File: config.mk
export PLATFORM = sky130hd
export DESIGN_NAME = software_timer_bank
export DESIGN_NICKNAME = d
export VERILOG_FILES = /design/src/hdl/stb_pkg.sv /design/src/hdl/stb_ctrl.sv /design/src/hdl/stb_datapath.sv /design/src/hdl/software_timer_bank.sv
export SDC_FILE = /design/constraint.sdc
export NUM_CORES = 1
export LEC_CHECK = 0
export BUFFER_PORTS_ARGS = -buffer_cell sky130_fd_sc_hd__buf_4
export CORE_MARGIN = 2
export CORE_UTILIZATION = 45
export DETAILED_ROUTE_END_ITERATION = 8
export PLACE_DENSITY = 0.62
export SLEW_MARGIN = 20
export SYNTH_ARGS = -nofsm -noshare
export SYNTH_HDL_FRONTEND = slang
export SYNTH_HIERARCHICAL = 1
export SYNTH_SLANG_ARGS = --single-unit
File: constraint.sdc
create_clock -name clk -period 5.6 [get_ports clk]
set_input_delay 0.28 -clock clk [delete_from_list [all_inputs] [get_ports clk]]
set_output_delay 0.28 -clock clk [all_outputs]
set_load 0.005 [all_outputs]
File: src/hdl/stb_pkg.sv
// Shared types and constants for the software timer bank.
// No dependencies; imported by every module of the block.
`timescale 1ns / 1ps

package stb_pkg;

  // Command codes carried in the cmd field of an input transaction
  localparam logic [1:0] CMD_TICK   = 2'd0;
  localparam logic [1:0] CMD_ARM    = 2'd1;
  localparam logic [1:0] CMD_CANCEL = 2'd2;

  // Input transaction
  typedef struct packed {
    logic [1:0]  cmd;
    logic [2:0]  timer_index;
    logic [15:0] delay_ticks;
    logic [15:0] reload_ticks;
    logic [7:0]  message_id;
  } in_item_t;

  // Result transaction
  typedef struct packed {
    logic [2:0] expired_index;
    logic [7:0] expired_message;
    logic       last_expiry;
  } out_item_t;

  // Controller to datapath commands
  typedef struct packed {
    logic accept;   // input transaction taken this cycle
    logic scan_go;  // current scan entry is consumed, advance the pointer
    logic flush;    // move the held expiry to the output as the final one
  } ctl_cmd_t;

  // Datapath to controller status
  typedef struct packed {
    logic tick_cmd;    // pending input is a tick
    logic match;       // scanned entry expires on this tick
    logic pend_valid;  // an expiry is held back waiting for its successor
    logic out_free;    // output register can take a new result this cycle
    logic scan_last;   // pointer is on the highest timer
  } stat_t;

endpackage

File: src/hdl/stb_ctrl.sv
// Sequencer for the timer bank: accepts transactions and steps the tick scan.
// Depends on stb_pkg for the command and status structs.
`timescale 1ns / 1ps

module stb_ctrl import stb_pkg::*; (
  input  logic     clk,
  input  logic     rst_n,
  input  logic     in_valid,
  output logic     in_stall,
  input  stat_t    stat,
  output ctl_cmd_t cmd
);

  typedef enum logic [1:0] {
    ST_IDLE,
    ST_CHECK,
    ST_FLUSH
  } state_t;

  state_t state_r, state_nxt;
  logic   in_stall_r, in_stall_nxt;

  assign in_stall = in_stall_r;

  // Next state and per-cycle commands
  always_comb begin
    state_nxt    = state_r;
    in_stall_nxt = in_stall_r;
    cmd          = '0;
    cmd.accept   = in_valid && !in_stall_r;
    case (state_r)
      ST_IDLE: begin
        if (cmd.accept && stat.tick_cmd) begin
          state_nxt    = ST_CHECK;
          in_stall_nxt = 1'b1;
        end
      end
      ST_CHECK: begin
        // a second match has to push the held one out first
        if (!(stat.match && stat.pend_valid && !stat.out_free)) begin
          cmd.scan_go = 1'b1;
          if (stat.scan_last) begin
            state_nxt = ST_FLUSH;
          end
        end
      end
      ST_FLUSH: begin
        if (!stat.pend_valid) begin
          state_nxt    = ST_IDLE;
          in_stall_nxt = 1'b0;
        end else if (stat.out_free) begin
          cmd.flush    = 1'b1;
          state_nxt    = ST_IDLE;
          in_stall_nxt = 1'b0;
        end
      end
      default: begin
        state_nxt    = ST_IDLE;
        in_stall_nxt = 1'b0;
      end
    endcase
  end

  // State and registered outputs
  always_ff @(posedge clk) begin
    if (!rst_n) begin
      state_r    <= ST_IDLE;
      in_stall_r <= 1'b0;
    end else begin
      state_r    <= state_nxt;
      in_stall_r <= in_stall_nxt;
    end
  end

endmodule

File: src/hdl/stb_datapath.sv
// Timer storage, tick counter, scan pointer, held expiry and output register.
// Depends on stb_pkg for transaction, command and status types.
`timescale 1ns / 1ps

module stb_datapath import stb_pkg::*; #(
  parameter int NUM_TIMERS = 8,
  parameter int TIME_BITS  = 16,
  parameter int MSG_BITS   = 8
) (
  input  logic      clk,
  input  logic      rst_n,
  input  in_item_t  in_data,
  input  ctl_cmd_t  cmd,
  output stat_t     stat,
  output logic      out_valid,
  input  logic      out_stall,
  output out_item_t out_data
);

  localparam int IDX_W = (NUM_TIMERS > 1) ? $clog2(NUM_TIMERS) : 1;

  typedef struct packed {
    logic [TIME_BITS-1:0] expiry;
    logic [TIME_BITS-1:0] reload;
    logic [MSG_BITS-1:0]  msg;
  } entry_t;

  // Timer table: one write and one registered read per cycle
  entry_t mem [NUM_TIMERS];
  entry_t rd_r;

  logic [NUM_TIMERS-1:0] active_r;
  logic [TIME_BITS-1:0]  tick_r;
  logic [IDX_W-1:0]      ptr_r, ptr_nxt;
  logic                  pend_valid_r;
  logic [IDX_W-1:0]      pend_idx_r;
  logic [MSG_BITS-1:0]   pend_msg_r;
  logic                  out_valid_r;
  out_item_t             out_data_r;

  // Input decode
  logic [31:0]          in_idx_w;
  logic [IDX_W-1:0]     in_idx;
  logic                 in_idx_ok;
  logic [TIME_BITS-1:0] in_delay, in_reload;
  logic [MSG_BITS-1:0]  in_msg;
  logic                 do_tick, do_arm, do_cancel;

  assign in_idx_w  = 32'(in_data.timer_index);
  assign in_idx    = IDX_W'(in_idx_w);
  assign in_idx_ok = in_idx_w < 32'(NUM_TIMERS);
  assign in_delay  = TIME_BITS'(32'(in_data.delay_ticks));
  assign in_reload = TIME_BITS'(32'(in_data.reload_ticks));
  assign in_msg    = MSG_BITS'(16'(in_data.message_id));
  assign do_tick   = cmd.accept && (in_data.cmd == CMD_TICK);
  assign do_arm    = cmd.accept && (in_data.cmd == CMD_ARM) && in_idx_ok;
  assign do_cancel = cmd.accept && (in_data.cmd == CMD_CANCEL) && in_idx_ok;

  // Scan compare on the registered entry
  logic match, reload_nz, scan_last, hit;
  assign match     = active_r[ptr_r] && (rd_r.expiry == tick_r);
  assign reload_nz = |rd_r.reload;
  assign scan_last = ptr_r == IDX_W'(NUM_TIMERS - 1);
  assign hit       = cmd.scan_go && match;

  // Table write: arm, or re-arm of a periodic timer
  logic             mem_we;
  logic [IDX_W-1:0] mem_waddr;
  entry_t           mem_wdata;

  always_comb begin
    mem_we    = 1'b0;
    mem_waddr = ptr_r;
    mem_wdata = rd_r;
    if (do_arm) begin
      mem_we           = 1'b1;
      mem_waddr        = in_idx;
      mem_wdata.expiry = tick_r + in_delay;
      mem_wdata.reload = in_reload;
      mem_wdata.msg    = in_msg;
    end else if (hit && reload_nz) begin
      mem_we           = 1'b1;
      mem_wdata.expiry = tick_r + rd_r.reload;
    end
  end

  // Scan pointer doubles as the read address
  always_comb begin
    ptr_nxt = ptr_r;
    if (cmd.accept) begin
      ptr_nxt = '0;
    end else if (cmd.scan_go && !scan_last) begin
      ptr_nxt = ptr_r + IDX_W'(1);
    end
  end

  always_ff @(posedge clk) begin
    if (mem_we) begin
      mem[mem_waddr] <= mem_wdata;
    end
    rd_r <= mem[ptr_nxt];
  end

  // Output formatting of the held expiry
  logic        load_out;
  logic [15:0] pend_msg_w;
  out_item_t   out_load;

  assign load_out   = (hit && pend_valid_r) || cmd.flush;
  assign pend_msg_w = 16'(pend_msg_r);

  always_comb begin
    out_load.expired_index   = 3'(32'(pend_idx_r));
    out_load.expired_message = pend_msg_w[7:0];
    out_load.last_expiry     = cmd.flush;
  end

  // Control registers
  always_ff @(posedge clk) begin
    if (!rst_n) begin
      active_r     <= '0;
      tick_r       <= '0;
      ptr_r        <= '0;
      pend_valid_r <= 1'b0;
      out_valid_r  <= 1'b0;
    end else begin
      ptr_r <= ptr_nxt;
      if (do_tick) begin
        tick_r <= tick_r + TIME_BITS'(1);
      end
      if (do_arm) begin
        active_r[in_idx] <= 1'b1;
      end else if (do_cancel) begin
        active_r[in_idx] <= 1'b0;
      end else if (hit && !reload_nz) begin
        active_r[ptr_r] <= 1'b0;
      end
      if (hit) begin
        pend_valid_r <= 1'b1;
      end else if (cmd.flush) begin
        pend_valid_r <= 1'b0;
      end
      if (load_out) begin
        out_valid_r <= 1'b1;
      end else if (!out_stall) begin
        out_valid_r <= 1'b0;
      end
    end
  end

  // Payload registers
  always_ff @(posedge clk) begin
    if (hit) begin
      pend_idx_r <= ptr_r;
      pend_msg_r <= rd_r.msg;
    end
    if (load_out) begin
      out_data_r <= out_load;
    end
  end

  assign stat.tick_cmd   = in_data.cmd == CMD_TICK;
  assign stat.match      = match;
  assign stat.pend_valid = pend_valid_r;
  assign stat.out_free   = !out_valid_r || !out_stall;
  assign stat.scan_last  = scan_last;

  assign out_valid = out_valid_r;
  assign out_data  = out_data_r;

endmodule

File: src/hdl/software_timer_bank.sv
// Top level of the software timer bank: controller plus datapath.
// Depends on stb_pkg, stb_ctrl and stb_datapath.
`timescale 1ns / 1ps

// A bank of NUM_TIMERS one-shot or periodic timers. A tick transaction
// advances the tick counter and then scans the timers from index 0 up,
// one timer per cycle through the single read port of the timer table
// while the scan is not held by a second match waiting for a stalled
// result to leave, emitting one result per expiring timer with
// last_expiry set on the final one. A tick is accepted, scanned and then
// its last result flushed; in_stall is high from the cycle after the
// accept until the flush, and longer while the result channel stalls; a
// tick with no expiry still takes the full scan. Arm, cancel and unused
// commands never stall the input and can follow one another back to back.
// Stored expiry and reload values are TIME_BITS wide and wrap modulo
// 2^TIME_BITS; messages are kept at MSG_BITS.
module software_timer_bank import stb_pkg::*; #(
  parameter int NUM_TIMERS = 8,
  parameter int TIME_BITS  = 16,
  parameter int MSG_BITS   = 8
) (
  input  logic      clk,
  input  logic      rst_n,
  input  logic      in_valid,
  output logic      in_stall,
  input  in_item_t  in_data,
  output logic      out_valid,
  input  logic      out_stall,
  output out_item_t out_data
);

  ctl_cmd_t ctl_cmd;
  stat_t    dp_stat;

  stb_ctrl u_ctrl (
    .clk      (clk),
    .rst_n    (rst_n),
    .in_valid (in_valid),
    .in_stall (in_stall),
    .stat     (dp_stat),
    .cmd      (ctl_cmd)
  );

  stb_datapath #(
    .NUM_TIMERS (NUM_TIMERS),
    .TIME_BITS  (TIME_BITS),
    .MSG_BITS   (MSG_BITS)
  ) u_datapath (
    .clk       (clk),
    .rst_n     (rst_n),
    .in_data   (in_data),
    .cmd       (ctl_cmd),
    .stat      (dp_stat),
    .out_valid (out_valid),
    .out_stall (out_stall),
    .out_data  (out_data)
  );

endmodule

==> impl_metrics.ini <==
[synth]
yosysTopAreaCellShare = 0.585
synth_mux_area_frac = 0.139
compound_cell_area_share_of_the_yosys_netlist = 0.0500
synth_area_sq_mm = 0.0176
synth-simple-area-share = 0.0759
synth_seq_cells = 415
number_of_enable_flip_flop_cells_after_synthesis = 343
postSynthCellCount = 1079
synthesis.area_per_instance_sq_um = 16.3
dominantRegCellSynth = edfxtp_1
proportion_of_register_bits_with_asynchronous_set_or_reset_after_synthesis = 0
cell_type_with_the_highest_aggregate_area_in_the_netlist = edfxtp_1
share_of_the_synthesized_netlist_area_taken_by_xor_and_xnor_gates = 0.0254
syn_nets = 1163
yosys_warnings = 6
ys_seq_area_frac = 0.667
netlist-cell-type-count = 70
synth-adder-area-share = 0.0257
largest_family_of_logic_cells_by_synthesized_area = multiplexers
synth_area_leaders = edfxtp_1, mux4_2, dfxtp_1

[final_layout]
drive_above_1_share = 0.249
area_of_combinational_cells_with_multiple_inputs_sq_mm = 0.00567
post_layout_nonfiller_instances = 1711
area_delta_synth_final_pct = 14.8
design.final.nets = 1243
antenna-diode-count = 0
leading_cell_type_in_the_layout_fill_and_taps_excluded = edfxtp_1
layout.cells.most_common_list = edfxtp_1, nand2_1, mux4_2, buf_4, dfxtp_1
seq_area_sq_mm = 0.0117
postLayoutCellArea_sq_mm = 0.0202
layout.filler_cells = 3113

[worst_setup_path]
worstSetupStartpoint = u_datapath/ptr_r[0]
path_cells = mux4_2 -> nor2_1 -> nand4b_2 -> nor3_1 -> nand3b_1 -> and2_1 -> nor2b_1 -> mux2i_1 -> nor2_4 -> buf_12 -> mux4_2 -> mux2_2
cp_slowest_stage_delay_ns = 0.73
worst_setup_path_end_kind = flop
arr_time_crit_path_ns = 4.95
regToRegStartpoint = u_datapath/ptr_r[0]
kind_of_critical_path = flop to flop
worst-endpoint-required_ns = 6.04
slowest_stage = dfxtp_1
critical_path.startpoint_type = flop
worstPathMaxFanout = 40
worst_path_most_repeated_cell = mux4_2

[routing]
wl_cell_um = 22.7
drt_iter0_markers = 624
total_via_count_in_the_routed_design = 9609
ant_nets = 0
vias_per_cell = 5.62
wl_um = 38800
drtPass1Iterations = 5
route.detailed.drc = 0

[pwr]
vdd_ir_drop_max_mv = 0.231
power_density_mw_per_mm2 = 321
power.combinational.fraction = 0.038
net-switching-power_mw = 1.35
sw_frac_of_total = 0.207
seq_power_share = 0.523
leakagePower_nw = 6.82
p_int_mw = 5.14
clock_share_of_power = 0.438

[floorplanning]
height_of_the_die_um = 202
core-area_sq_mm = 0.0386
initial_utilization = 0.455
dieArea_sq_mm = 0.0407
die_outline_width_um = 202
site_rows = 72
io_pins = 63

[cts]
cts_tree = yes
post_cts_resized = 0
cts_root_buf = clkbuf_16
cts_setup_buffers = 0
cts.sinks = 415
numCtsBuffers = 43
cts-htree-levels = 2
path_clk_slew_ns = 0.06
clock_latency_ns = 0.56
cts-root-to-sink-buffers = 3
ctsHoldBuffers = 0

[placement]
port_buf_inserts = 62
detailed_place.area_sq_mm = 0.0188
hpwlAfterDp_um = 23600
gp_congestion = 0.797
placement.setup.worst_slack_ns = 1.11
place_inst = 1632

[global_routing]
antenna_found_initial = 0
first_pass_grt_wire_length_um = 59700
via_count_of_the_first_global_routing_pass = 9900
gr-usage-all-layers = 0.194
globalRoute.totalOverflow = 0
maximum_number_of_pins_on_one_net_before_global_route_repair = 52

[timing]
slew_headroom = 0.350
setup_violations = 0
timing_hold_violations_final = 0
final.period_utilization = 0.804
timing.clock.skew_ns = 0.0148
final_period_demand_of_the_worst_path_ns = 4.50
maxClockFrequency_mhz = 222
final.setup.worst_slack_ns = 1.10
setup_tns_ns = 0
timing.final.max_slew_violations = 0
rsz0062_at_grt = false
timing_worst_slew_pin_value_ns = 0.971

[status]
run_status = finished, final reports clean

[job]
max_cap_viol_count = 0

[min_path]
hp-class = input port to flop
timing.hold.worst.start = out_stall
[stage by stage]
step / total power [mW] / hold slack (ns) / util
2_1_floorplan: 3.61 / 0.400 / -
3_3_place_gp: 3.71 / 0.403 / 0.486
3_5_place_dp: 3.71 / 0.405 / 0.486
4_1_cts: 6.56 / 0.112 / 0.523
5_1_grt: 6.70 / 0.130 / 0.523
6_report: 6.49 / 0.135 / 0.523
[logic make-up after synthesis]
| kind of cell | count (synthesis) |
|---|---|
| DFF | 415 |
| and+or+nand+nor | 254 |
| buffers and inverters | 57 |
| muxes | 138 |
| adders and majority gates | 35 |
| AOI/OAI and AO/OA | 129 |
| xor gates and xnor gates | 51 |
[sequential cells by signal, summed over array words and instances (netlist names)]
register                 cells
u_ctrl/state_r               2
u_datapath/tick_r           16
u_datapath/out_valid         1
u_datapath/active_r          8
u_datapath/out_data         12
u_datapath/ptr_r             3
u_datapath/pend_idx_r        3
u_ctrl/in_stall              1
u_datapath/rd_r             40
u_datapath/pend_valid_r      1
u_datapath/pend_msg_r        8
u_datapath/mem             320
[synth_stat cells, types with 4 or more instances]
| library cell | number |
|---|---|
| mux2i_1 | 15 |
| clkbuf_1 | 12 |
| edfxtp_1 | 343 |
| buf_1 | 4 |
| nand2_1 | 110 |
| nand4_1 | 9 |
| a31oi_1 | 13 |
| xor2_1 | 30 |
| nor2_1 | 32 |
| o211ai_1 | 4 |
| o21a_1 | 4 |
| o21bai_1 | 13 |
| or3_1 | 6 |
| nor2b_1 | 9 |
| buf_2 | 15 |
| buf_4 | 15 |
| nand3_1 | 12 |
| a211oi_1 | 7 |
| o221a_1 | 8 |
| mux4_2 | 81 |
| dfxtp_1 | 72 |
| a21oi_1 | 30 |
| and2_1 | 18 |
| mux2_2 | 42 |
| nand3b_1 | 6 |
| o21ai_0 | 18 |
| xnor2_1 | 21 |
| nor4_1 | 8 |
| nor3_1 | 16 |
| ha_1 | 33 |
| a21o_1 | 6 |
| nand2b_1 | 4 |
| inv_1 | 9 |
[layout make-up]
cell class / count / share of cell area
Sequential cell: 415 / 0.581
Multi-Input combinational cell: 607 / 0.280
Clock buffer: 56 / 0.0577
Timing Repair Buffer: 82 / 0.0336
Tap cell: 518 / 0.0321
Clock inverter: 23 / 0.0131
Inverter: 10 / 0.00186
[power groups by stage]
stage | Clock, mW | Combinational, mW | Sequential, mW
after floorplan | 0 | 0.157 | 3.45
after global placement | 0 | 0.246 | 3.46
after detailed placement | 0 | 0.251 | 3.46
after CTS | 2.91 | 0.251 | 3.40
after global routing | 3.03 | 0.273 | 3.40
final | 2.85 | 0.247 | 3.40
[worst paths after layout]
kind                       endpoint  slack [ns]  depth (start not counted)
max             u_datapath/rd_r[14]        1.10                         12
min            u_datapath/out_valid        0.14                          3
max reg2reg     u_datapath/rd_r[14]        1.10                         12
min reg2reg  u_datapath/out_data[6]        0.42                          0
[worst max-delay path: cells and delay by family (launching register included)]
kind / cells / cell delay [ns]
buf+inv: 1 / 0.37
mux: 4 / 1.59
flops: 1 / 0.73
simple gates: 7 / 1.63
[routing by layer]
layer | global-route usage | wire, um | vias to the layer above
met3 | 0.0247 | 1520 | 51
met5 | 0 | 0 | -
met1 | 0.279 | 18000 | 4946
li1 | - | - | 4410
met4 | 0.0470 | 632 | 0
met2 | 0.318 | 18600 | 202
Note: power is estimated with default switching activity, not from simulation.
